<file path="config.mk">
export PLATFORM = sky130hd
export DESIGN_NAME = descriptor_range_allocator_top
export DESIGN_NICKNAME = d
export VERILOG_FILES = /design/src/hw/rtl/dra_pkg.sv /design/src/hw/rtl/dra_ram.sv /design/src/hw/rtl/dra_csr.sv /design/src/hw/rtl/dra_engine.sv /design/src/hw/rtl/descriptor_range_allocator_top.sv
export SDC_FILE = /design/constraint.sdc
export NUM_CORES = 2
export LEC_CHECK = 0
export BUFFER_PORTS_ARGS = -buffer_cell sky130_fd_sc_hd__buf_2
export CORE_MARGIN = 3
export CORE_UTILIZATION = 24
export DETAILED_ROUTE_END_ITERATION = 10
export SLEW_MARGIN = 10
export SYNTH_ARGS = -nofsm -noshare
export SYNTH_HDL_FRONTEND = slang
export SYNTH_SLANG_ARGS = --single-unit
export TNS_END_PERCENT = 30
</file>
<file path="constraint.sdc">
create_clock -name clock -period 10.85 [get_ports clock]
set_input_delay 1.085 -clock clock [delete_from_list [all_inputs] [get_ports clock]]
set_output_delay 1.085 -clock clock [all_outputs]
set_load 0.02 [all_outputs]
</file>
<file path="src/hw/rtl/dra_pkg.sv">
package dra_pkg;

   localparam int HEAP_SLOTS  = 1024;
   localparam int MAX_BLOCKS  = 64;
   localparam int BLK_AW      = $clog2(MAX_BLOCKS);
   localparam int STALE_DEPTH = 16;
   localparam int STALE_AW    = $clog2(STALE_DEPTH);

   typedef struct packed {
      logic [9:0]  start;
      logic [10:0] len;
      logic [15:0] stamp;
   } blk_type;

   typedef struct packed {
      logic [9:0]  start;
      logic [10:0] len;
   } stale_type;

   typedef enum logic [1:0] {
      MODE_ALLOC, MODE_FREE, MODE_RELEASE, MODE_NONE
   } mode_type;

   typedef enum logic [1:0] {
      ST_OK, ST_NOFIT, ST_FULL, ST_BADCNT
   } status_type;

   typedef enum logic [2:0] {
      S_INIT, S_IDLE, S_SLOAD, S_SCAN, S_PUT, S_FIN
   } state_type;

   typedef enum logic {
      OP_ALLOC, OP_RELEASE
   } op_type;

   typedef struct packed {
      logic        wr;
      logic [10:0] wdata;
      logic [10:0] heap;
   } cfg_type;

   function automatic logic [10:0] eff_heap(input logic [10:0] h);
      return (h > 11'(HEAP_SLOTS)) ? 11'(HEAP_SLOTS) : h;
   endfunction

endpackage

</file>
<file path="src/hw/rtl/dra_ram.sv">
module dra_ram #(
   parameter int W  = 8,
   parameter int D  = 16,
   parameter int AW = $clog2(D)
) (
   input  logic          clock,
   input  logic          we,
   input  logic [AW-1:0] waddr,
   input  logic [W-1:0]  wdata,
   input  logic [AW-1:0] raddr,
   output logic [W-1:0]  rdata
);

   logic [W-1:0] mem [D];

   always_ff @(posedge clock) begin
      if (we) begin
         mem[waddr] <= wdata;
      end
   end

   always_ff @(posedge clock) begin
      rdata <= mem[raddr];
   end

endmodule

</file>
<file path="src/hw/rtl/dra_csr.sv">
module dra_csr (
   input  logic             clock,
   input  logic             reset,
   input  logic             csr_psel,
   input  logic             csr_penable,
   input  logic             csr_pwrite,
   input  logic [2:0]       csr_paddr,
   input  logic [31:0]      csr_pwdata,
   output logic [31:0]      csr_prdata,
   output logic             csr_pready,
   output dra_pkg::cfg_type cfg
);

   logic [10:0] heap_ff, heap_in;
   logic        wr;

   assign wr         = csr_psel && csr_penable && csr_pwrite && !csr_paddr[2];
   assign csr_pready = 1'b1;
   assign csr_prdata = csr_paddr[2] ? 32'd0 : {21'd0, heap_ff};

   always_comb begin
      heap_in = heap_ff;
      if (wr) begin
         heap_in = csr_pwdata[10:0];
      end
      cfg.wr    = wr;
      cfg.wdata = csr_pwdata[10:0];
      cfg.heap  = heap_ff;
   end

   always_ff @(posedge clock) begin
      if (reset) begin
         heap_ff <= 11'(dra_pkg::HEAP_SLOTS);
      end else begin
         heap_ff <= heap_in;
      end
   end

endmodule

</file>
<file path="src/hw/rtl/dra_engine.sv">
module dra_engine (
   input  logic                          clock,
   input  logic                          reset,
   input  dra_pkg::cfg_type              cfg,
   input  logic                          req_valid,
   output logic                          req_ready,
   input  dra_pkg::mode_type             req_mode,
   input  logic [10:0]                   req_count,
   input  logic [9:0]                    req_start,
   output logic                          rsp_valid,
   input  logic                          rsp_ready,
   output dra_pkg::status_type           rsp_status,
   output logic [9:0]                    rsp_granted,
   output logic [10:0]                   rsp_free,
   output logic                          tw_en,
   output logic [dra_pkg::BLK_AW-1:0]    tw_addr,
   output dra_pkg::blk_type              tw_data,
   output logic [dra_pkg::BLK_AW-1:0]    tr_addr,
   input  dra_pkg::blk_type              tr_data,
   output logic                          sw_en,
   output logic [dra_pkg::STALE_AW-1:0]  sw_addr,
   output dra_pkg::stale_type            sw_data,
   output logic [dra_pkg::STALE_AW-1:0]  sr_addr,
   input  dra_pkg::stale_type            sr_data
);

   localparam int NB = dra_pkg::MAX_BLOCKS;
   localparam int BA = dra_pkg::BLK_AW;

   dra_pkg::state_type  state_ff, state_in;
   dra_pkg::op_type     op_ff, op_in;
   logic                ren_ff, ren_in;
   logic [10:0]         cnt_ff, cnt_in;
   logic [BA:0]         scan_ff, scan_in;
   logic                pv_ff, pv_in;
   logic [BA-1:0]       pidx_ff, pidx_in;
   dra_pkg::blk_type    a_ff, a_in, b_ff, b_in;
   logic [BA-1:0]       a_idx_ff, a_idx_in, b_idx_ff, b_idx_in, e_idx_ff, e_idx_in;
   logic                a_fnd_ff, a_fnd_in, b_fnd_ff, b_fnd_in, e_fnd_ff, e_fnd_in;
   logic [NB-1:0]       valid_ff, valid_in, done_ff, done_in;
   logic [BA:0]         k_ff, k_in;
   logic [15:0]         stamp_ff, stamp_in;
   logic [10:0]         free_ff, free_in;
   logic [dra_pkg::STALE_AW-1:0] head_ff, head_in;
   logic [dra_pkg::STALE_AW:0]   fill_ff, fill_in;
   logic [9:0]          put_start_ff, put_start_in;
   logic [10:0]         put_len_ff, put_len_in;
   logic [BA-1:0]       put_idx_ff, put_idx_in;
   dra_pkg::status_type st_ff, st_in, rst_ff, rst_in;
   logic [9:0]          gr_ff, gr_in, rgr_ff, rgr_in;
   logic [10:0]         rfree_ff, rfree_in;
   logic                rv_ff, rv_in;

   logic        v;
   logic        scan_end;
   logic        mp, mn;
   logic [11:0] end_r, fsum;
   logic [10:0] heap_eff, reb_e, rest;
   logic [BA:0] pi;

   assign req_ready   = (state_ff == dra_pkg::S_IDLE);
   assign rsp_valid   = rv_ff;
   assign rsp_status  = rst_ff;
   assign rsp_granted = rgr_ff;
   assign rsp_free    = rfree_ff;
   assign tr_addr     = scan_ff[BA-1:0];
   assign sr_addr     = head_ff;

   always_comb begin
      state_in = state_ff;  op_in = op_ff;  ren_in = ren_ff;  cnt_in = cnt_ff;
      scan_in = scan_ff;  pv_in = 1'b0;  pidx_in = pidx_ff;
      a_in = a_ff;  a_idx_in = a_idx_ff;  a_fnd_in = a_fnd_ff;
      b_in = b_ff;  b_idx_in = b_idx_ff;  b_fnd_in = b_fnd_ff;
      e_idx_in = e_idx_ff;  e_fnd_in = e_fnd_ff;
      valid_in = valid_ff;  done_in = done_ff;  k_in = k_ff;
      stamp_in = stamp_ff;  free_in = free_ff;  head_in = head_ff;  fill_in = fill_ff;
      put_start_in = put_start_ff;  put_len_in = put_len_ff;  put_idx_in = put_idx_ff;
      st_in = st_ff;  gr_in = gr_ff;
      rst_in = rst_ff;  rgr_in = rgr_ff;  rfree_in = rfree_ff;  rv_in = rv_ff;
      tw_en = 1'b0;  tw_addr = '0;  tw_data = '0;
      sw_en = 1'b0;  sw_addr = head_ff + fill_ff[dra_pkg::STALE_AW-1:0];
      sw_data = '{start: req_start, len: req_count};

      heap_eff = dra_pkg::eff_heap(cfg.heap);
      v        = valid_ff[pidx_ff];
      scan_end = (scan_ff == (BA+1)'(NB)) && !pv_ff;
      end_r    = {2'd0, sr_data.start} + {1'b0, sr_data.len};
      mp       = a_fnd_ff && (({2'd0, a_ff.start} + {1'b0, a_ff.len}) == {2'd0, sr_data.start});
      mn       = b_fnd_ff && (end_r == {2'd0, b_ff.start});
      fsum     = {1'b0, free_ff} + {1'b0, sr_data.len};
      rest     = a_ff.len - cnt_ff;
      pi       = '1;
      if (e_fnd_ff) begin
         pi = {1'b0, e_idx_ff};
      end
      if (mp && ({1'b0, a_idx_ff} < pi)) begin
         pi = {1'b0, a_idx_ff};
      end
      if (mn && ({1'b0, b_idx_ff} < pi)) begin
         pi = {1'b0, b_idx_ff};
      end

      if (rv_ff && rsp_ready) begin
         rv_in = 1'b0;
      end

      case (state_ff)
         dra_pkg::S_INIT: begin
            state_in = dra_pkg::S_IDLE;
         end
         dra_pkg::S_IDLE: begin
            if (req_valid) begin
               gr_in    = '0;
               st_in    = dra_pkg::ST_OK;
               state_in = dra_pkg::S_FIN;
               cnt_in   = req_count;
               case (req_mode)
                  dra_pkg::MODE_ALLOC: begin
                     if (req_count == '0) begin
                        st_in = dra_pkg::ST_BADCNT;
                     end else if (req_count > free_ff) begin
                        st_in = dra_pkg::ST_NOFIT;
                     end else begin
                        op_in = dra_pkg::OP_ALLOC;  ren_in = 1'b0;
                        scan_in = '0;  a_fnd_in = 1'b0;
                        state_in = dra_pkg::S_SCAN;
                     end
                  end
                  dra_pkg::MODE_FREE: begin
                     if (req_count == '0 ||
                         ({2'd0, req_start} + {1'b0, req_count}) > {1'b0, heap_eff}) begin
                        st_in = dra_pkg::ST_BADCNT;
                     end else if (fill_ff[dra_pkg::STALE_AW]) begin
                        st_in = dra_pkg::ST_FULL;
                     end else begin
                        sw_en   = 1'b1;
                        fill_in = fill_ff + 1'b1;
                     end
                  end
                  dra_pkg::MODE_RELEASE: begin
                     if (fill_ff != '0) begin
                        op_in = dra_pkg::OP_RELEASE;  ren_in = 1'b0;
                        state_in = dra_pkg::S_SLOAD;
                     end
                  end
                  default: begin
                     st_in = dra_pkg::ST_BADCNT;
                  end
               endcase
            end
         end
         dra_pkg::S_SLOAD: begin
            scan_in = '0;  a_fnd_in = 1'b0;  b_fnd_in = 1'b0;  e_fnd_in = 1'b0;
            state_in = dra_pkg::S_SCAN;
         end
         dra_pkg::S_SCAN: begin
            if (scan_ff != (BA+1)'(NB)) begin
               scan_in = scan_ff + 1'b1;
               pv_in   = 1'b1;
               pidx_in = scan_ff[BA-1:0];
            end
            if (pv_ff) begin
               if (ren_ff) begin
                  if (v && !done_ff[pidx_ff] && (!a_fnd_ff || tr_data.stamp < a_ff.stamp)) begin
                     a_in = tr_data;  a_idx_in = pidx_ff;  a_fnd_in = 1'b1;
                  end
               end else if (op_ff == dra_pkg::OP_ALLOC) begin
                  if (v && tr_data.len >= cnt_ff && (!a_fnd_ff || tr_data.len < a_ff.len ||
                      (tr_data.len == a_ff.len && tr_data.stamp < a_ff.stamp))) begin
                     a_in = tr_data;  a_idx_in = pidx_ff;  a_fnd_in = 1'b1;
                  end
               end else begin
                  if (!v && !e_fnd_ff) begin
                     e_fnd_in = 1'b1;  e_idx_in = pidx_ff;
                  end
                  if (v && tr_data.start > sr_data.start) begin
                     if (!b_fnd_ff || tr_data.start < b_ff.start ||
                         (tr_data.start == b_ff.start && tr_data.stamp < b_ff.stamp)) begin
                        b_in = tr_data;  b_idx_in = pidx_ff;  b_fnd_in = 1'b1;
                     end
                  end else if (v) begin
                     if (!a_fnd_ff || tr_data.start > a_ff.start ||
                         (tr_data.start == a_ff.start && tr_data.stamp > a_ff.stamp)) begin
                        a_in = tr_data;  a_idx_in = pidx_ff;  a_fnd_in = 1'b1;
                     end
                  end
               end
            end
            if (scan_end) begin
               if (ren_ff) begin
                  if (a_fnd_ff) begin
                     tw_en   = 1'b1;
                     tw_addr = a_idx_ff;
                     tw_data = '{start: a_ff.start, len: a_ff.len, stamp: 16'(k_ff)};
                     done_in[a_idx_ff] = 1'b1;
                     k_in    = k_ff + 1'b1;
                     scan_in = '0;  a_fnd_in = 1'b0;
                  end else begin
                     stamp_in = 16'(k_ff);
                     ren_in   = 1'b0;
                     state_in = dra_pkg::S_PUT;
                  end
               end else if (op_ff == dra_pkg::OP_ALLOC) begin
                  if (!a_fnd_ff) begin
                     st_in    = dra_pkg::ST_NOFIT;
                     state_in = dra_pkg::S_FIN;
                  end else begin
                     valid_in[a_idx_ff] = 1'b0;
                     free_in = free_ff - cnt_ff;
                     gr_in   = a_ff.start;
                     put_idx_in   = a_idx_ff;
                     put_start_in = a_ff.start + cnt_ff[9:0];
                     put_len_in   = rest;
                     st_in        = dra_pkg::ST_OK;
                     state_in     = (rest != '0) ? dra_pkg::S_PUT : dra_pkg::S_FIN;
                  end
               end else begin
                  if (!mp && !e_fnd_ff && !mn) begin
                     st_in    = dra_pkg::ST_FULL;
                     state_in = dra_pkg::S_FIN;
                  end else begin
                     free_in = (fsum > {1'b0, heap_eff}) ? heap_eff : fsum[10:0];
                     put_start_in = mp ? a_ff.start : sr_data.start;
                     put_len_in   = sr_data.len + (mp ? a_ff.len : 11'd0)
                                    + (mn ? b_ff.len : 11'd0);
                     if (mp) begin
                        valid_in[a_idx_ff] = 1'b0;
                     end
                     if (mn) begin
                        valid_in[b_idx_ff] = 1'b0;
                     end
                     put_idx_in = pi[BA-1:0];
                     state_in   = dra_pkg::S_PUT;
                  end
               end
            end
         end
         dra_pkg::S_PUT: begin
            if (stamp_ff == 16'hFFFF) begin
               ren_in  = 1'b1;
               done_in = '0;
               k_in    = '0;
               scan_in = '0;  a_fnd_in = 1'b0;
               state_in = dra_pkg::S_SCAN;
            end else begin
               tw_en   = 1'b1;
               tw_addr = put_idx_ff;
               tw_data = '{start: put_start_ff, len: put_len_ff, stamp: stamp_ff};
               valid_in[put_idx_ff] = 1'b1;
               stamp_in = stamp_ff + 1'b1;
               if (op_ff == dra_pkg::OP_ALLOC) begin
                  state_in = dra_pkg::S_FIN;
               end else begin
                  head_in = head_ff + 1'b1;
                  fill_in = fill_ff - 1'b1;
                  state_in = (fill_ff == 1) ? dra_pkg::S_FIN : dra_pkg::S_SLOAD;
               end
            end
         end
         dra_pkg::S_FIN: begin
            if (!rv_ff || rsp_ready) begin
               rv_in    = 1'b1;
               rst_in   = st_ff;
               rgr_in   = gr_ff;
               rfree_in = free_ff;
               state_in = dra_pkg::S_IDLE;
            end
         end
         default: begin
            state_in = dra_pkg::S_IDLE;
         end
      endcase

      // table rebuild after reset or a heap size write
      reb_e = dra_pkg::eff_heap(cfg.wr ? cfg.wdata : cfg.heap);
      if (cfg.wr || state_ff == dra_pkg::S_INIT) begin
         valid_in    = '0;
         valid_in[0] = (reb_e != '0);
         tw_en    = 1'b1;
         tw_addr  = '0;
         tw_data  = '{start: 10'd0, len: reb_e, stamp: 16'd0};
         stamp_in = 16'd1;
         free_in  = reb_e;
         head_in  = '0;
         fill_in  = '0;
      end
   end

   always_ff @(posedge clock) begin
      if (reset) begin
         state_ff <= dra_pkg::S_INIT;
         ren_ff   <= 1'b0;
         pv_ff    <= 1'b0;
         valid_ff <= '0;
         stamp_ff <= 16'd1;
         free_ff  <= '0;
         head_ff  <= '0;
         fill_ff  <= '0;
         rv_ff    <= 1'b0;
      end else begin
         state_ff <= state_in;
         ren_ff   <= ren_in;
         pv_ff    <= pv_in;
         valid_ff <= valid_in;
         stamp_ff <= stamp_in;
         free_ff  <= free_in;
         head_ff  <= head_in;
         fill_ff  <= fill_in;
         rv_ff    <= rv_in;
      end
   end

   always_ff @(posedge clock) begin
      op_ff <= op_in;  cnt_ff <= cnt_in;  scan_ff <= scan_in;  pidx_ff <= pidx_in;
      a_ff <= a_in;  a_idx_ff <= a_idx_in;  a_fnd_ff <= a_fnd_in;
      b_ff <= b_in;  b_idx_ff <= b_idx_in;  b_fnd_ff <= b_fnd_in;
      e_idx_ff <= e_idx_in;  e_fnd_ff <= e_fnd_in;
      done_ff <= done_in;  k_ff <= k_in;
      put_start_ff <= put_start_in;  put_len_ff <= put_len_in;  put_idx_ff <= put_idx_in;
      st_ff <= st_in;  gr_ff <= gr_in;
      rst_ff <= rst_in;  rgr_ff <= rgr_in;  rfree_ff <= rfree_in;
   end

endmodule

</file>
<file path="src/hw/rtl/descriptor_range_allocator_top.sv">
// allocate scans the table once, release scans it once per queued range; requests rejected
// on entry and free requests skip the scan; each then waits for the result register to be free
// one request at a time, set by the 64 entry table scan through one read port
// stamp renumbering, about once in 65k block inserts, rescans the table for each valid block
// reset: synchronous; the S_INIT state after reset loads entry 0 with the whole heap
module descriptor_range_allocator_top (
   input  logic        clock,
   input  logic        reset,
   input  logic        req_tvalid,
   output logic        req_tready,
   input  logic [23:0] req_tdata,   // count[10:0], start_slot[20:11], zero pad
   input  logic [1:0]  req_tuser,   // mode[1:0]
   output logic        rsp_tvalid,
   input  logic        rsp_tready,
   output logic [23:0] rsp_tdata,   // granted_slot[9:0], free_total[20:10], zero pad
   output logic [1:0]  rsp_tuser,   // status[1:0]
   input  logic        csr_psel,
   input  logic        csr_penable,
   input  logic        csr_pwrite,
   input  logic [2:0]  csr_paddr,
   input  logic [31:0] csr_pwdata,
   output logic [31:0] csr_prdata,
   output logic        csr_pready
);

   dra_pkg::cfg_type    cfg;
   dra_pkg::status_type status;
   logic [9:0]          granted;
   logic [10:0]         free_total;
   logic                tw_en, sw_en;
   logic [dra_pkg::BLK_AW-1:0]   tw_addr, tr_addr;
   logic [dra_pkg::STALE_AW-1:0] sw_addr, sr_addr;
   dra_pkg::blk_type    tw_data, tr_data;
   dra_pkg::stale_type  sw_data, sr_data;

   dra_csr u_csr (
      .clock, .reset, .csr_psel, .csr_penable, .csr_pwrite, .csr_paddr,
      .csr_pwdata, .csr_prdata, .csr_pready, .cfg
   );

   dra_ram #(.W($bits(dra_pkg::blk_type)), .D(dra_pkg::MAX_BLOCKS)) u_tbl (
      .clock, .we(tw_en), .waddr(tw_addr), .wdata(tw_data), .raddr(tr_addr), .rdata(tr_data)
   );

   dra_ram #(.W($bits(dra_pkg::stale_type)), .D(dra_pkg::STALE_DEPTH)) u_stale (
      .clock, .we(sw_en), .waddr(sw_addr), .wdata(sw_data), .raddr(sr_addr), .rdata(sr_data)
   );

   dra_engine u_eng (
      .clock, .reset, .cfg,
      .req_valid(req_tvalid), .req_ready(req_tready),
      .req_mode(dra_pkg::mode_type'(req_tuser)),
      .req_count(req_tdata[10:0]), .req_start(req_tdata[20:11]),
      .rsp_valid(rsp_tvalid), .rsp_ready(rsp_tready),
      .rsp_status(status), .rsp_granted(granted), .rsp_free(free_total),
      .tw_en, .tw_addr, .tw_data, .tr_addr, .tr_data,
      .sw_en, .sw_addr, .sw_data, .sr_addr, .sr_data
   );

   assign rsp_tdata = {3'd0, free_total, granted};
   assign rsp_tuser = status;

endmodule

</file>
==> metrics.cfg <==
[yosys]
synth_cells = 6958
synth-seq-cells = 3132
syn-mean-instance-area_um2 = 18.7
yosys_warnings = 0
synthDominantCellAreaShare = 0.684
seq_area_frac_synth = 0.711
ys_top_cells_by_count = edfxtp_1, mux4_2, nor2_1, clkbuf_1, nand2_1
synth_area_um2 = 130000
ys_types = 83
synth-main-ff-cell = edfxtp_1
synth_top_cell_by_area = edfxtp_1
synthArstFlopShare = 0
synth_area_leaders = edfxtp_1, mux4_2, dfxtp_1
synth_edf_count = 2957
synth_most_common_cell = edfxtp_1

[critical_path]
worst-path-max-fanout = 76
cp_data_required_time_ns = 11.53
crit_type = register to register
cp.arrival_ns = 8.05
cpPeakStageDelay_ns = 0.67
regToRegStartpoint = u_eng.a_ff[27]$_DFFE_PP_
rr_worst_depth = 21
reg2reg_to = u_eng.put_idx_ff[0]$_DFFE_PP_
crit_path_end_kind = register
path_cells = ha_1 -> fa_1 -> xnor3_1 -> nand4_1 -> a2111oi_0 -> o211ai_1 -> a211oi_4 -> buf_4 -> buf_4 -> nand2b_1 -> nor2_1 -> a21o_1 -> ha_1 -> a21o_1 -> a211oi_1 -> nor3b_1 -> and2_1 -> a31o_2 -> a32oi_1 -> nor2b_1 -> a311oi_1
slowest_stage = a2111oi_0
rrSetupSlack_ns = 3.48
crit_path_start_kind = register

[floorplanning]
fp.dieH_um = 742
die_x_um = 742
start_util = 0.242
dieArea_um2 = 550000
num_io_pins = 129
num_rows = 269
core-area_um2 = 538000

[route]
antenna_left = 0
drt-initial-drc-count = 7689
wl_um = 331000
remaining_drc_errors = 0
vias = 68520
detail_route.wl_per_cell_um = 22.7
vias_per_cell = 4.68
first_pass_iters = 8

[clock_network]
cts_max_path_buffers = 4
cts_buffers = 331
ctsResizeCount = 0
clk_pin_slew_ns = 0.06
root_buffer = clkbuf_16
cts_tree = built
cts_setup_buffers = 0
cts_hold_buf = 0
clkSinkCount = 3132
clk_latency_ns = 0.95
htree_levels = 5

[sta]
tightest_slew_ns = 1.26
finalCritPeriodShare = 0.679
hold_viol = 0
rsz0062_at_grt = false
fmax_ghz = 0.136
slew_violations = 0
relSlewSlack = 0.152
final.min_clock_period_ns = 7.37
finalSetupViolCount = 0
finalClockSkew_ns = 0.117
setup-tns-final_ns = 0

[flow_run]
drv_cap = 0

[final_layout]
syn_to_final_growth_pct = 16.0
drive_above_1_share = 0.238
nNetsFinal = 7483

[hold_path]
min-delay-start = u_eng.st_ff[1]$_DFFE_PP_
hold_end = u_eng.rsp_status[1]$_DFFE_PP_
hold_class = register to register
min_path_cells = 0

[placement]
routabilityCongestion = 0.842
dpl.hpwl_um = 192000
portBuffers = 77

[power]
peakVddDrop_mv = 0.130
power_w = 0.0253
p_leak_nw = 48.9
powerDensity_nw_per_um2 = 168

[grt]
grt_pass1_wl_um = 482000
antenna_found_initial = 21
grt_max_degree = 130
gr-total-overflow = 0
grt_pass1_vias = 69391
grt_usage = 0.116

[run_status]
status = complete, no violations

metrics by stage:
stage / area (um^2) / hold WS (ns) / worst slack [ns] / std cells / util
2_1_floorplan: 130000 / 0.400 / 2.83 / 6981 / -
3_3_place_gp: 140000 / 0.413 / 3.59 / 14025 / 0.260
3_5_place_dp: 140000 / 0.417 / 3.79 / 14025 / 0.260
4_1_cts: 151000 / 0.429 / 3.71 / 14622 / 0.280
5_1_grt: 151000 / 0.439 / 3.13 / 14626 / 0.280
6_report: 151000 / 0.428 / 3.48 / 14629 / 0.280
cell families after synthesis:
group           Yosys count  synth area share
flops                  3132             0.711
simple gates           1133            0.0392
mux                     977             0.158
compound gates          847            0.0446
buf+inv                 534            0.0168
fa+ha+maj               235            0.0237
xor+xnor                 98           0.00671
other cells               2         0.0000578
cells in the final DEF, fill, tap and decap left out, types with 56 or more instances in the layout:
master,n
buf_4,172
ha_1,216
nor2_1,441
o311ai_0,65
a21oi_1,159
edfxtp_1,2957
buf_2,77
nor3_1,60
clkbuf_1,85
xnor2_1,57
inv_1,139
nand2_1,236
a22oi_1,56
o21ai_0,218
clkbuf_16,333
mux2i_1,91
clkinv_2,57
nor2_4,83
dfxtp_1,173
mux4_2,860
o211a_1,65
where the power goes:
group,total [W],internal [W],switching (W)
registers,0.0132,0.0132,0.0000728
clock network,0.0110,0.00627,0.00470
logic,0.00106,0.000443,0.000619
worst max-delay path, delay by kind of cell (launching register included):
kind	cells	cell delay [ns]
AOI/OAI and AO/OA	9	2.55
xor gates and xnor gates	1	0.40
adders and majority gates	3	0.99
buffers and inverters	2	0.95
DFF	1	0.59
and+or+nand+nor	6	1.63
metal layers:
| layer | GRT usage | wire [um] | vias up | share of wire |
|---|---|---|---|---|
| met5 | 0 | 26 | - | 0.000078 |
| met4 | 0.0361 | 9750 | 4 | 0.029 |
| met3 | 0.0220 | 26300 | 606 | 0.079 |
| met2 | 0.189 | 157000 | 2900 | 0.47 |
| met1 | 0.157 | 138000 | 36168 | 0.42 |
| li1 | - | - | 28842 | - |
registers in the layout, indices dropped and copies added, names as in the netlist, 7 cells and up:
name                flops
u_eng.a_ff             37
u_csr.heap_ff          11
u_tbl.mem            2368
u_eng.gr_ff            10
u_eng.done_ff          64
u_tbl.rdata            37
u_eng.free_ff          11
u_eng.rsp_granted      10
u_eng.put_start_ff     10
u_eng.valid_ff         64
u_eng.put_len_ff       11
u_eng.cnt_ff           11
u_eng.k_ff              7
u_eng.b_ff             37
u_eng.stamp_ff         16
u_stale.mem           336
u_eng.rsp_free         11
u_stale.rdata          21
u_eng.scan_ff           7
how the worst max path moves through the flow:
stage	start	endpoint	slack (ns)	depth (start not counted)
after global placement	req_tdata[0]	u_stale.mem[5][17]$_DFFE_PP_	3.59	20
after global routing	u_eng.a_ff[27]$_DFFE_PP_	u_eng.put_idx_ff[3]$_DFFE_PP_	3.13	19
final	u_eng.a_ff[27]$_DFFE_PP_	u_eng.put_idx_ff[0]$_DFFE_PP_	3.48	21
after floorplan	u_eng.scan_ff[0]$_SDFFCE_PN0P_	u_eng.done_ff[0]$_SDFFCE_PP0P_	2.83	9
after detailed placement	u_eng.a_ff[27]$_DFFE_PP_	u_eng.put_idx_ff[0]$_DFFE_PP_	3.79	20
after CTS	u_eng.a_ff[27]$_DFFE_PP_	u_eng.put_idx_ff[0]$_DFFE_PP_	3.71	21
final cells by class:
| class | instances | area, um^2 |
|---|---|---|
| fill | 53041 | 387000 |
| sequential | 3132 | 92300 |
| multi-input combinational | 3315 | 36400 |
| tap | 7181 | 8980 |
| clock buffer | 424 | 8730 |
| timing repair buffer | 259 | 1880 |
| clock inverter | 173 | 1770 |
| inverter | 141 | 529 |
| antenna | 4 | 10.0 |
Power figures use the tool's default switching activity.
